`config.mk`:
```
export PLATFORM = sky130hd
export DESIGN_NAME = igmps_ctrl
export DESIGN_NICKNAME = d
export VERILOG_FILES = /design/src/rtl/igmps_pkg.sv /design/src/rtl/igmps_ctrl.sv
export SDC_FILE = /design/constraint.sdc
export NUM_CORES = 1
export LEC_CHECK = 0
export ABC_CLOCK_PERIOD_IN_PS = 3200
export BUFFER_PORTS_ARGS = -buffer_cell sky130_fd_sc_hd__buf_4
export CELL_PAD_IN_SITES_DETAIL_PLACEMENT = 2
export CELL_PAD_IN_SITES_GLOBAL_PLACEMENT = 2
export CORE_MARGIN = 4
export CORE_UTILIZATION = 28
export CTS_CLUSTER_SIZE = 28
export DETAILED_ROUTE_END_ITERATION = 6
export GPL_ROUTABILITY_DRIVEN = 0
export MAX_ROUTING_LAYER = met4
export PLACE_DENSITY_LB_ADDON = 0.1
export SYNTH_ARGS = -nofsm -noshare
export SYNTH_HDL_FRONTEND = slang
export SYNTH_SLANG_ARGS = --single-unit
```
`constraint.sdc`:
```
create_clock -name i_clk -period 3.2 [get_ports i_clk]
set_input_delay 0.64 -clock i_clk [delete_from_list [all_inputs] [get_ports i_clk]]
set_output_delay 0.64 -clock i_clk [all_outputs]
set_load 0.02 [all_outputs]
```
`src/rtl/igmps_pkg.sv`:
```
// Shared types, codes and helpers for the IGMP snooping table.
// Used by igmps_ctrl, igmps_dp and the top level igmp_snooping_table.
package igmps_pkg;

    localparam int IN_DATA_W  = 56;
    localparam int IN_USER_W  = 5;
    localparam int OUT_DATA_W = 192;
    localparam int NUM_PORTS  = 64;

    typedef logic [1:0] t_op;
    typedef logic [2:0] t_mtype;
    typedef logic [1:0] t_status;

    localparam t_op OP_MSG   = 2'd0;
    localparam t_op OP_CHECK = 2'd1;
    localparam t_op OP_TICK  = 2'd2;
    localparam t_op OP_SWEEP = 2'd3;

    localparam t_mtype MT_QUERY = 3'd0;
    localparam t_mtype MT_REP1  = 3'd1;
    localparam t_mtype MT_REP2  = 3'd2;
    localparam t_mtype MT_REP3  = 3'd3;
    localparam t_mtype MT_LEAVE = 3'd4;

    localparam t_status STS_DONE     = 2'd0;
    localparam t_status STS_DISABLED = 2'd1;
    localparam t_status STS_FULL     = 2'd2;
    localparam t_status STS_NOTFOUND = 2'd3;

    localparam logic [1:0] CFG_ENABLE  = 2'd0;
    localparam logic [1:0] CFG_TIMEOUT = 2'd1;

    localparam logic [10:0] REMOVED_MAX = 11'h7FF;

    // controller -> datapath
    typedef struct packed {
        logic    load;
        logic    tick;
        logic    gi_inc;
        logic    find_hit;
        logic    load_grp;
        logic    set_status;
        t_status status;
        logic    inc_gq;
        logic    inc_gr;
        logic    inc_gl;
        logic    set_q;
        logic    create;
        logic    mj_inc;
        logic    m_hit;
        logic    set_member;
        logic    rep_upd;
        logic    lv_rd;
        logic    lv_mv;
        logic    lv_fin;
        logic    wb;
        logic    sw_sel;
        logic    sw_cmp;
        logic    sw_fin;
        logic    out_load;
    } t_cmd;

    // datapath -> controller
    typedef struct packed {
        t_op    in_op;
        t_op    op;
        t_mtype mtype;
        logic   en;
        logic   port_ok;
        logic   addr_zero;
        logic   slot_v;
        logic   full;
        logic   gi_lt_used;
        logic   active_gi;
        logic   key_hit;
        logic   mj_lt_cnt;
        logic   port_hit;
        logic   mfound;
        logic   out_free;
    } t_stat;

    function automatic logic [31:0] sat_inc32(input logic [31:0] v);
        return (v == 32'hFFFF_FFFF) ? v : v + 32'd1;
    endfunction

endpackage

```
`src/rtl/igmps_ctrl.sv`:
```
// Sequencing state machine for the IGMP snooping table.
// Depends on igmps_pkg; drives igmps_dp through t_cmd and reads t_stat.
module igmps_ctrl import igmps_pkg::*; (
    input  logic  i_clk,
    input  logic  i_rst_n,
    input  logic  i_in_valid,
    output logic  o_in_ready,
    input  t_stat i_stat,
    output t_cmd  o_cmd
);
    typedef enum logic [19:0] {
        S_IDLE    = 20'h00001,
        S_TICK    = 20'h00002,
        S_FIND_RD = 20'h00004,
        S_FIND_CM = 20'h00008,
        S_LG_WAIT = 20'h00010,
        S_LG_DAT  = 20'h00020,
        S_DISP    = 20'h00040,
        S_MS_RD   = 20'h00080,
        S_MS_CMP  = 20'h00100,
        S_MS_END  = 20'h00200,
        S_LV_MOVE = 20'h00400,
        S_LV_FIN  = 20'h00800,
        S_WB      = 20'h01000,
        S_OUT     = 20'h02000,
        S_SW_NEXT = 20'h04000,
        S_SW_WAIT = 20'h08000,
        S_SW_DAT  = 20'h10000,
        S_SW_RD   = 20'h20000,
        S_SW_CMP  = 20'h40000,
        S_SW_FIN  = 20'h80000
    } t_state;

    t_state r_state, n_state;
    t_cmd   cmd;

    assign o_in_ready = (r_state == S_IDLE);
    assign o_cmd      = cmd;

    always_comb begin
        n_state = r_state;
        cmd     = '0;
        unique case (r_state)
            S_IDLE: begin
                if (i_in_valid) begin
                    cmd.load = 1'b1;
                    case (i_stat.in_op)
                        OP_TICK:  n_state = S_TICK;
                        OP_SWEEP: n_state = S_SW_NEXT;
                        default:  n_state = S_FIND_RD;
                    endcase
                end
            end
            S_TICK: begin
                cmd.tick = 1'b1;
                n_state  = S_OUT;
            end
            // group search: key read is addressed by the scan index
            S_FIND_RD: n_state = i_stat.gi_lt_used ? S_FIND_CM : S_DISP;
            S_FIND_CM: begin
                if (i_stat.key_hit) begin
                    cmd.find_hit = 1'b1;
                    n_state      = S_LG_WAIT;
                end else begin
                    cmd.gi_inc = 1'b1;
                    n_state    = S_FIND_RD;
                end
            end
            S_LG_WAIT: n_state = S_LG_DAT;
            S_LG_DAT: begin
                cmd.load_grp = 1'b1;
                n_state      = S_DISP;
            end
            S_DISP: begin
                n_state = S_OUT;
                if (i_stat.op == OP_CHECK) begin
                    if (!i_stat.slot_v) begin
                        cmd.set_status = 1'b1;
                        cmd.status     = STS_NOTFOUND;
                    end else if (i_stat.port_ok) begin
                        n_state = S_MS_RD;
                    end
                end else if (!i_stat.en) begin
                    cmd.set_status = 1'b1;
                    cmd.status     = STS_DISABLED;
                end else if (i_stat.port_ok) begin
                    case (i_stat.mtype) inside
                        MT_QUERY: begin
                            cmd.inc_gq = 1'b1;
                            if (!i_stat.addr_zero) begin
                                if (!i_stat.slot_v) begin
                                    cmd.set_status = 1'b1;
                                    cmd.status     = STS_NOTFOUND;
                                end else begin
                                    cmd.set_q = 1'b1;
                                    n_state   = S_WB;
                                end
                            end
                        end
                        MT_REP1, MT_REP2, MT_REP3: begin
                            cmd.inc_gr = 1'b1;
                            if (i_stat.slot_v) begin
                                n_state = S_MS_RD;
                            end else if (i_stat.full) begin
                                cmd.set_status = 1'b1;
                                cmd.status     = STS_FULL;
                            end else begin
                                cmd.create = 1'b1;
                                n_state    = S_MS_RD;
                            end
                        end
                        MT_LEAVE: begin
                            cmd.inc_gl = 1'b1;
                            if (!i_stat.slot_v) begin
                                cmd.set_status = 1'b1;
                                cmd.status     = STS_NOTFOUND;
                            end else begin
                                n_state = S_MS_RD;
                            end
                        end
                        default: n_state = S_OUT;
                    endcase
                end
            end
            S_MS_RD: n_state = i_stat.mj_lt_cnt ? S_MS_CMP : S_MS_END;
            S_MS_CMP: begin
                if (i_stat.port_hit) begin
                    cmd.m_hit = 1'b1;
                    n_state   = S_MS_END;
                end else begin
                    cmd.mj_inc = 1'b1;
                    n_state    = S_MS_RD;
                end
            end
            S_MS_END: begin
                if (i_stat.op == OP_CHECK) begin
                    cmd.set_member = 1'b1;
                    n_state        = S_OUT;
                end else if (i_stat.mtype == MT_LEAVE) begin
                    if (i_stat.mfound) begin
                        cmd.lv_rd = 1'b1;
                        n_state   = S_LV_MOVE;
                    end else begin
                        n_state = S_LV_FIN;
                    end
                end else begin
                    cmd.rep_upd = 1'b1;
                    n_state     = S_WB;
                end
            end
            S_LV_MOVE: begin
                cmd.lv_mv = 1'b1;
                n_state   = S_LV_FIN;
            end
            S_LV_FIN: begin
                cmd.lv_fin = 1'b1;
                n_state    = S_WB;
            end
            S_WB: begin
                cmd.wb  = 1'b1;
                n_state = S_OUT;
            end
            S_OUT: begin
                if (i_stat.out_free) begin
                    cmd.out_load = 1'b1;
                    n_state      = S_IDLE;
                end
            end
            S_SW_NEXT: begin
                if (!i_stat.gi_lt_used) begin
                    n_state = S_OUT;
                end else if (i_stat.active_gi) begin
                    cmd.sw_sel = 1'b1;
                    n_state    = S_SW_WAIT;
                end else begin
                    cmd.gi_inc = 1'b1;
                end
            end
            S_SW_WAIT: n_state = S_SW_DAT;
            S_SW_DAT: begin
                cmd.load_grp = 1'b1;
                n_state      = S_SW_RD;
            end
            S_SW_RD: n_state = i_stat.mj_lt_cnt ? S_SW_CMP : S_SW_FIN;
            S_SW_CMP: begin
                cmd.sw_cmp = 1'b1;
                n_state    = S_SW_RD;
            end
            S_SW_FIN: begin
                cmd.sw_fin = 1'b1;
                n_state    = S_SW_NEXT;
            end
            default: n_state = S_IDLE;
        endcase
    end

    always_ff @(posedge i_clk) begin
        if (!i_rst_n) begin
            r_state <= S_IDLE;
        end else begin
            r_state <= n_state;
        end
    end
endmodule

```
# After elaboration in Yosys (flattened, before gate mapping)
# Cells that the tools add are included.
[totals]
reg_bits = 20
latch_bits = 0
ramBits = 0
mem_bits_ro = 0
input_bits = 22
word_cells = 119
n_memories = 0
[classes]
n_addsub = 0
n_mul = 0
div_mod_pow = 0
order_cmp = 0
n_eq_ne = 30
shift = 0
muxes = 82
n_bitwise = 0
reduce_logical = 6
[op_table]
columns = ["op", "n"]
rows = [
  ["20-bit one-hot mux with 18 select lines", 1],
  ["14-bit two-way mux", 12],
  ["20-bit two-way mux", 7],
  ["1-bit two-way mux", 38],
  ["3-bit two-way mux", 10],
  ["15-bit one-hot mux with 2 select lines", 1],
  ["20-bit by 1-bit == test with 1-bit output (second input constant)", 1],
  ["20-bit by 10-bit == test with 1-bit output (second input constant)", 1],
  ["20-bit by 11-bit == test with 1-bit output (second input constant)", 1],
  ["20-bit by 12-bit == test with 1-bit output (second input constant)", 1],
  ["20-bit by 13-bit == test with 1-bit output (second input constant)", 1],
  ["20-bit by 14-bit == test with 1-bit output (second input constant)", 1],
  ["20-bit by 15-bit == test with 1-bit output (second input constant)", 1],
  ["20-bit by 16-bit == test with 1-bit output (second input constant)", 1],
  ["20-bit by 17-bit == test with 1-bit output (second input constant)", 1],
  ["20-bit by 18-bit == test with 1-bit output (second input constant)", 1],
  ["20-bit by 19-bit == test with 1-bit output (second input constant)", 1],
  ["20-bit by 2-bit == test with 1-bit output (second input constant)", 1],
  ["20-bit == test (second input constant)", 1],
  ["20-bit by 3-bit == test with 1-bit output (second input constant)", 1],
  ["20-bit by 4-bit == test with 1-bit output (second input constant)", 1],
  ["20-bit by 5-bit == test with 1-bit output (second input constant)", 1],
  ["20-bit by 6-bit == test with 1-bit output (second input constant)", 1],
  ["20-bit by 7-bit == test with 1-bit output (second input constant)", 1],
  ["21 further kinds", 31],
]

# Longest topological paths before layout
# Gate-level depths: netlist of the first run.
[logic_depth]
word_depth = 8
depth_mapped = 8
ltp_nobuf = 6

# Least setup slack after synthesis of the first run
# No wires, ideal clock.
[synth_path]
path_kind = "reg-to-output"
startpoint = "register r_state[10]"
endpoint = "output o_cmd[12] (netlist name)"
t_arrival_ns = 2.556
required_ns = 2.560
path_slack_ns = 0.004
path_stages_with_launch = 8
path_cell_list = "dfxtp_1 buf_6 nor4_1 nand2_1 nor3_2 nand3_1 or4_1 nor4_1"
[synth_rtl]
columns = ["element", "line", "text"]
rows = [
  ["start, declared", "igmps_ctrl.sv:34", "t_state r_state, n_state;"],
  ["start signal, assigned", "igmps_ctrl.sv:201", "r_state <= n_state;"],
  ["end, declared", "igmps_ctrl.sv:9", "output t_cmd o_cmd"],
]

==> reports/qor.yml, run 1 <==
yosys:
  async_reset_ff_frac: 0
  syn_nets: 218
  synth_area_mm2: 0.001554
  ys_dominant_reg_cell: "dfxtp_1"
  synth_cells: 196
  ys_seq_area_frac: 0.2576
  synth_cell_types: 52
  ys_ff_latch: 20
  synth_edf_count: 0
  avgSynthCellArea_um2: 7.929
  ys_warn_count: 0
sta:
  rsz0062_at_grt: "yes"
  worst-slew-pin-transition_ns: 0.6980
  timing.hold.ws_ns: 0.5113
  finalSetupViolations: 0
  maxSlewHeadroom: 0.5330
  finalCritPeriodShare: 0.9999
  maxSlewViolCount: 0
  tns_ns: 0
  timing.fmax_mhz: 312.5
  clock_skew_ns: 0.001615
  hold_viol_final: 0
  period_minus_slack_ns: 3.200
die:
  pin_count: 48
  dieArea_mm2: 0.006806
  start_util: 0.2967
  die_w_um: 82.50
  die_h_um: 82.50
  fp-row-count: 26
  core-area_mm2: 0.005238
placed_design:
  port_buffers: 47
  placed_cell_area_mm2: 0.001982
  place_hpwl_um: 4833
pwr:
  power.density_mw_per_mm2: 311.1
  vdd_drop_max_mv: 0.1222
  p_leak_nw: 0.9482
  totalPowerFinal_w: 0.0006785
finish:
  largest_reg_flops: 20
  layout_commonest_cell: "buf_4"
  finalInstanceArea_mm2: 0.002181
  area_growth_pct: 40.34
  mostFrequentLayoutCells: "buf_4 (66), nor2_1 (22), nand2_1 (18), dfxtp_1 (13), nand3_1 (10)"
  drive_above_1_share: 0.3804
  antennaDiodeCount: 0
  fin_util: 0.4164
  top_regs: "r_state x20"
  largest_register: "r_state"
  nets: 278
grt:
  groute.usage.overall: 0.1922
  antenna_found_initial: 0
  grt_pass1_vias: 1918
  grt_pass1_wl_um: 9701
  grt_remaining_overflow: 0
  grt_max_degree: 20
job:
  cap_viol_max_count: 0
clock_tree:
  h-tree-depth: 1
  numCtsBuffers: 3
  clock-root-buffer: "clkbuf_8"
  clock_latency_ns: 0.27
  cts.path.max_buffers: 2
  cts_hold_buf: 0
  cts_sinks: 20
  cts_tree: "built"
  clkTransAtPathRegs_ns: 0.08
critical_path:
  crit_arrival_ns: 2.56
  cp_max_fo: 5
  required_ns: 2.56
  start_kind: "flip-flop"
  path_class: "flip-flop to output port"
  cp-end-kind: "output port"
routing:
  dr.pass1.iters: 4
  drt-initial-drc-count: 52
  wire_per_inst_um: 19.09
  vias: 1788
  ant_nets: 0
  drt_wl_total_um: 6205
  vias_per_cell: 5.502
  drc: 0
worst_hold_path:
  hold_class: "flip-flop to flip-flop"
status:
  outcome: "finished, final reports clean"
## where the power goes
group          total, W  leakage (nW)  switching [W]  internal (W)
sequential     0.000264         0.166      0.0000118      0.000252
clock          0.000203        0.0288      0.0000927      0.000110
combinational  0.000212         0.753       0.000117     0.0000945
## what timing repair did
item                                    4_1_cts  5_1_grt
endpoints found under the setup margin        6        8
pin swaps                                    10        8
resized for setup                             6       10
setup buffers                                 5        7
## metal layers
layer / track usage / wire, µm / vias up
li1: - / - / 851
met1: 0.2253 / 2725 / 883
met2: 0.3317 / 3133 / 44
met3: 0.03688 / 256 / 10
met4: 0.05882 / 90 / 0
met5: - / 0 / -
## cell usage after synthesis, types with 4 or more instances
master / n / area share
nand4_1: 5 / 0.020
dfxtp_1: 20 / 0.26
nor3_1: 8 / 0.026
nor4_4: 4 / 0.055
xor2_1: 4 / 0.023
nor3b_1: 5 / 0.024
nand2_1: 18 / 0.043
nand3_1: 10 / 0.032
nor2_1: 22 / 0.053
nor4_1: 8 / 0.032
nor4b_1: 5 / 0.028
o21ai_0: 8 / 0.026
nand2b_1: 8 / 0.032
and2_1: 6 / 0.024
## per-stage QoR
| stage | worst slack [ns] | cells |
|---|---|---|
| final | 0.0003417 | 325 |
| after global routing | -0.1120 | 325 |
| after floorplan | 0.004117 | 196 |
| after CTS | 0.0008731 | 318 |
| after global placement | 0.2274 | 309 |
| after detailed placement | 0.1377 | 309 |
## final cells by class
| class | count | area [µm²] |
|---|---|---|
| clock buffers | 4 | 55.05 |
| fillers | 611 | 3057 |
| inverters | 3 | 11.26 |
| multi-input cells | 162 | 1115 |
| flip-flops and latches | 20 | 416.7 |
| well taps | 70 | 87.58 |
| repair buffers | 66 | 495.5 |
## critical path, stage by stage, from the launching register on
cell and delay [ns]:
dfxtp_4 0.37, nor4_4 0.35, buf_4 0.19, nand2_1 0.11
nor3_4 0.20, nand3_1 0.15, or4_4 0.52, nor4_1 0.20
buf_4 0.19
## cell families (layout without fill, tap and decap cells)
family,count (synthesis),in the layout,share of synthesized area
flip-flops,20,20,0.2576
AO/OA/AOI/OAI,34,34,0.1530
XOR/XNOR,6,6,0.03382
AND/OR/NAND/NOR,122,122,0.5064
buffers and inverters,14,73,0.04911
## worst paths after layout
check,end,start,slack [ns],cells past startpoint
setup reg to reg,r_state[14],r_state[18],0.78,7
hold reg to reg,r_state[16],r_state[12],0.51,1
setup / recovery,o_cmd[12],r_state[12],0.0003,8
hold / removal,r_state[16],r_state[12],0.51,1
Power figures use the tool's default switching activity.
==> run 2: changes to the inputs <==
--- a/config.mk
+++ b/config.mk
@@ -16,6 +16,7 @@
 export GPL_ROUTABILITY_DRIVEN = 0
 export MAX_ROUTING_LAYER = met4
 export PLACE_DENSITY_LB_ADDON = 0.1
+export REMOVE_ABC_BUFFERS = 1
 export SYNTH_ARGS = -nofsm -noshare
 export SYNTH_HDL_FRONTEND = slang
 export SYNTH_SLANG_ARGS = --single-unit
==> reports/qor.yml, run 2 (synthesis gave the netlist of run 1 again) <==
sta:
  worst-slew-pin-transition_ns: 0.6193  # was 0.6980 ns
  period_minus_slack_ns: 3.174  # was 3.200 ns
  hold_viol_final: 0  # unchanged
  timing.fmax_mhz: 315.0  # was 312.5 MHz
  final.setup.worst_slack_ns: 0.02584  # was 0.0003417 ns
  maxSlewViolCount: 0  # unchanged
  finalSetupViolations: 0  # unchanged
  tns_ns: 0  # unchanged
  timing.hold.ws_ns: 0.4847  # was 0.5113 ns
  clock_skew_ns: 0.001188  # was 0.001615 ns
  rsz0062_at_grt: "yes"  # unchanged
  maxSlewHeadroom: 0.5856  # was 0.5330
  finalCritPeriodShare: 0.9919  # was 0.9999
finish:
  fill_cells: 630  # was 611
  multi_input_area_mm2: 0.001120  # was 0.001115 mm²
  antennaDiodeCount: 0  # unchanged
  nets: 278  # unchanged
  regArea_um2: 421.7  # was 416.7 µm²
  largest_reg_flops: 20  # unchanged
  finalInstanceArea_mm2: 0.002177  # was 0.002181 mm²
  drive_above_1_share: 0.3976  # was 0.3804
  largest_register: "r_state"  # unchanged
  layout_commonest_cell: "buf_4"  # unchanged
  area_growth_pct: 40.10  # was 40.34%
  top_regs: "r_state x20"  # unchanged
  mostFrequentLayoutCells: "buf_4 (66), nor2_1 (22), nand2_1 (18), nand3_1 (10), dfxtp_1 (9)"  # was buf_4 (66), nor2_1 (22), nand2_1 (18), dfxtp_1 (13), nand3_1 (10)
pwr:
  vdd_drop_max_mv: 0.1693  # was 0.1222 mV
  totalPowerFinal_w: 0.0006541  # was 0.0006785 W
  intPower_w: 0.0004373  # was 0.0004567 W
  switchingPower_w: 0.0002168  # was 0.0002218 W
  pwr-share-comb: 0.326  # was 0.312
  power.density_mw_per_mm2: 300.4  # was 311.1 mW/mm²
  p_leak_nw: 0.9433  # was 0.9482 nW
  swShare: 0.3315  # was 0.3269
  clockPowerShare: 0.265  # was 0.299
  power_frac_seq: 0.409  # was 0.389
grt:
  groute.usage.overall: 0.1961  # was 0.1922
  antenna_found_initial: 0  # unchanged
  grt_remaining_overflow: 0  # unchanged
  grt_pass1_vias: 1887  # was 1918
  grt_pass1_wl_um: 9839  # was 9701 µm
  grt_max_degree: 20  # unchanged
routing:
  wire_per_inst_um: 19.10  # was 19.09 µm
  vias_per_cell: 5.383  # was 5.502
  drc: 0  # unchanged
  drt_wl_total_um: 6190  # was 6205 µm
  drt-initial-drc-count: 37  # was 52
  dr.pass1.iters: 4  # unchanged
  vias: 1744  # was 1788
  ant_nets: 0  # unchanged
clock_tree:
  clock_latency_ns: 0.26  # was 0.27 ns
  clock-root-buffer: "clkbuf_8"  # unchanged
  numCtsBuffers: 3  # unchanged
  h-tree-depth: 1  # unchanged
  clkTransAtPathRegs_ns: 0.08  # about the same
  cts.path.max_buffers: 2  # unchanged
  cts_tree: "built"  # unchanged
  cts_sinks: 20  # unchanged
die:
  dieArea_mm2: 0.006806  # unchanged
  die_w_um: 82.50  # unchanged
  core-area_mm2: 0.005238  # unchanged
  fp-row-count: 26  # unchanged
  pin_count: 48  # unchanged
  die_h_um: 82.50  # unchanged
  start_util: 0.2967  # unchanged
job:
  cap_viol_max_count: 0  # unchanged
worst_hold_path:
  min_path_cells: 1  # unchanged
  hold_class: "flip-flop to flip-flop"  # unchanged
placed_design:
  dpl_worst_slack_ns: 0.1086  # was 0.1377 ns
  place_hpwl_um: 4875  # was 4833 µm
  placed_cell_area_mm2: 0.001989  # was 0.001982 mm²
  port_buffers: 47  # unchanged
status:
  outcome: "finished, final reports clean"  # unchanged
critical_path:
  path_class: "flip-flop to output port"  # unchanged
  required_ns: 2.56  # about the same
  rr_worst_depth: 7  # unchanged
  cp-end-kind: "output port"  # unchanged
  cp_max_fo: 5  # unchanged
  crit_arrival_ns: 2.53  # was 2.56 ns
  start_kind: "flip-flop"  # unchanged
run 2: cell types whose count changed in the layout (fill, tap and decap cells not counted), sizes merged:
cell	previous run	this run
clkbuf	4	3
run 2: worst max-delay path, cell delays in order (launching register included):
cell and delay [ns]:
dfxtp_4 0.37, nor4_4 0.33, nand2_1 0.13, or4_4 0.51
or3b_4 0.45, nor4b_4 0.31, buf_4 0.19
run 2: worst paths after layout:
kind,slack [ns],start,to
max reg2reg,0.73,r_state[9],r_state[14]
min reg2reg,0.48,r_state[0],r_state[3]
max,0.03,r_state[16],o_cmd[7]
min,0.48,r_state[0],r_state[3]
run 2: per-stage QoR:
| stage | cells | util |
|---|---|---|
| 3_5_place_dp | 310 | 0.3798 |
| 6_report | 324 | 0.4157 |
| 3_3_place_gp | 310 | 0.3798 |
| 2_1_floorplan | 185 | - |
| 4_1_cts | 318 | 0.3997 |
| 5_1_grt | 324 | 0.4157 |
run 2: layout make-up:
class	count	share of cell area
Clock buffer	3	0.01897
Sequential cell	20	0.1937
Multi-Input combinational cell	162	0.5144
Inverter	3	0.005172
Timing Repair Buffer	66	0.2276
Tap cell	70	0.04023
run 2: metal layers:
metal	global-route usage	up-vias	wire length, µm
met5	-	-	0
met4	0.03922	0	63
met3	0.03362	4	266
met2	0.3654	36	3269
met1	0.2189	856	2591
li1	-	848	-
run 2: timing repair:
item / 4_1_cts / 5_1_grt
pin swaps: 7 / 10
resized for setup: 6 / 15
setup endpoints to repair: 7 / 7
hold buffers: 0 / 0
setup buffers: 5 / 6
run 2: power by group through the flow:
stage | registers, W | clock network (W) | logic [W]
2_1_floorplan | 0.000270 | 0 | 0.000116
3_3_place_gp | 0.000272 | 0 | 0.000183
3_5_place_dp | 0.000273 | 0 | 0.000192
4_1_cts | 0.000267 | 0.000180 | 0.000201
5_1_grt | 0.000268 | 0.000190 | 0.000233
6_report | 0.000267 | 0.000173 | 0.000213
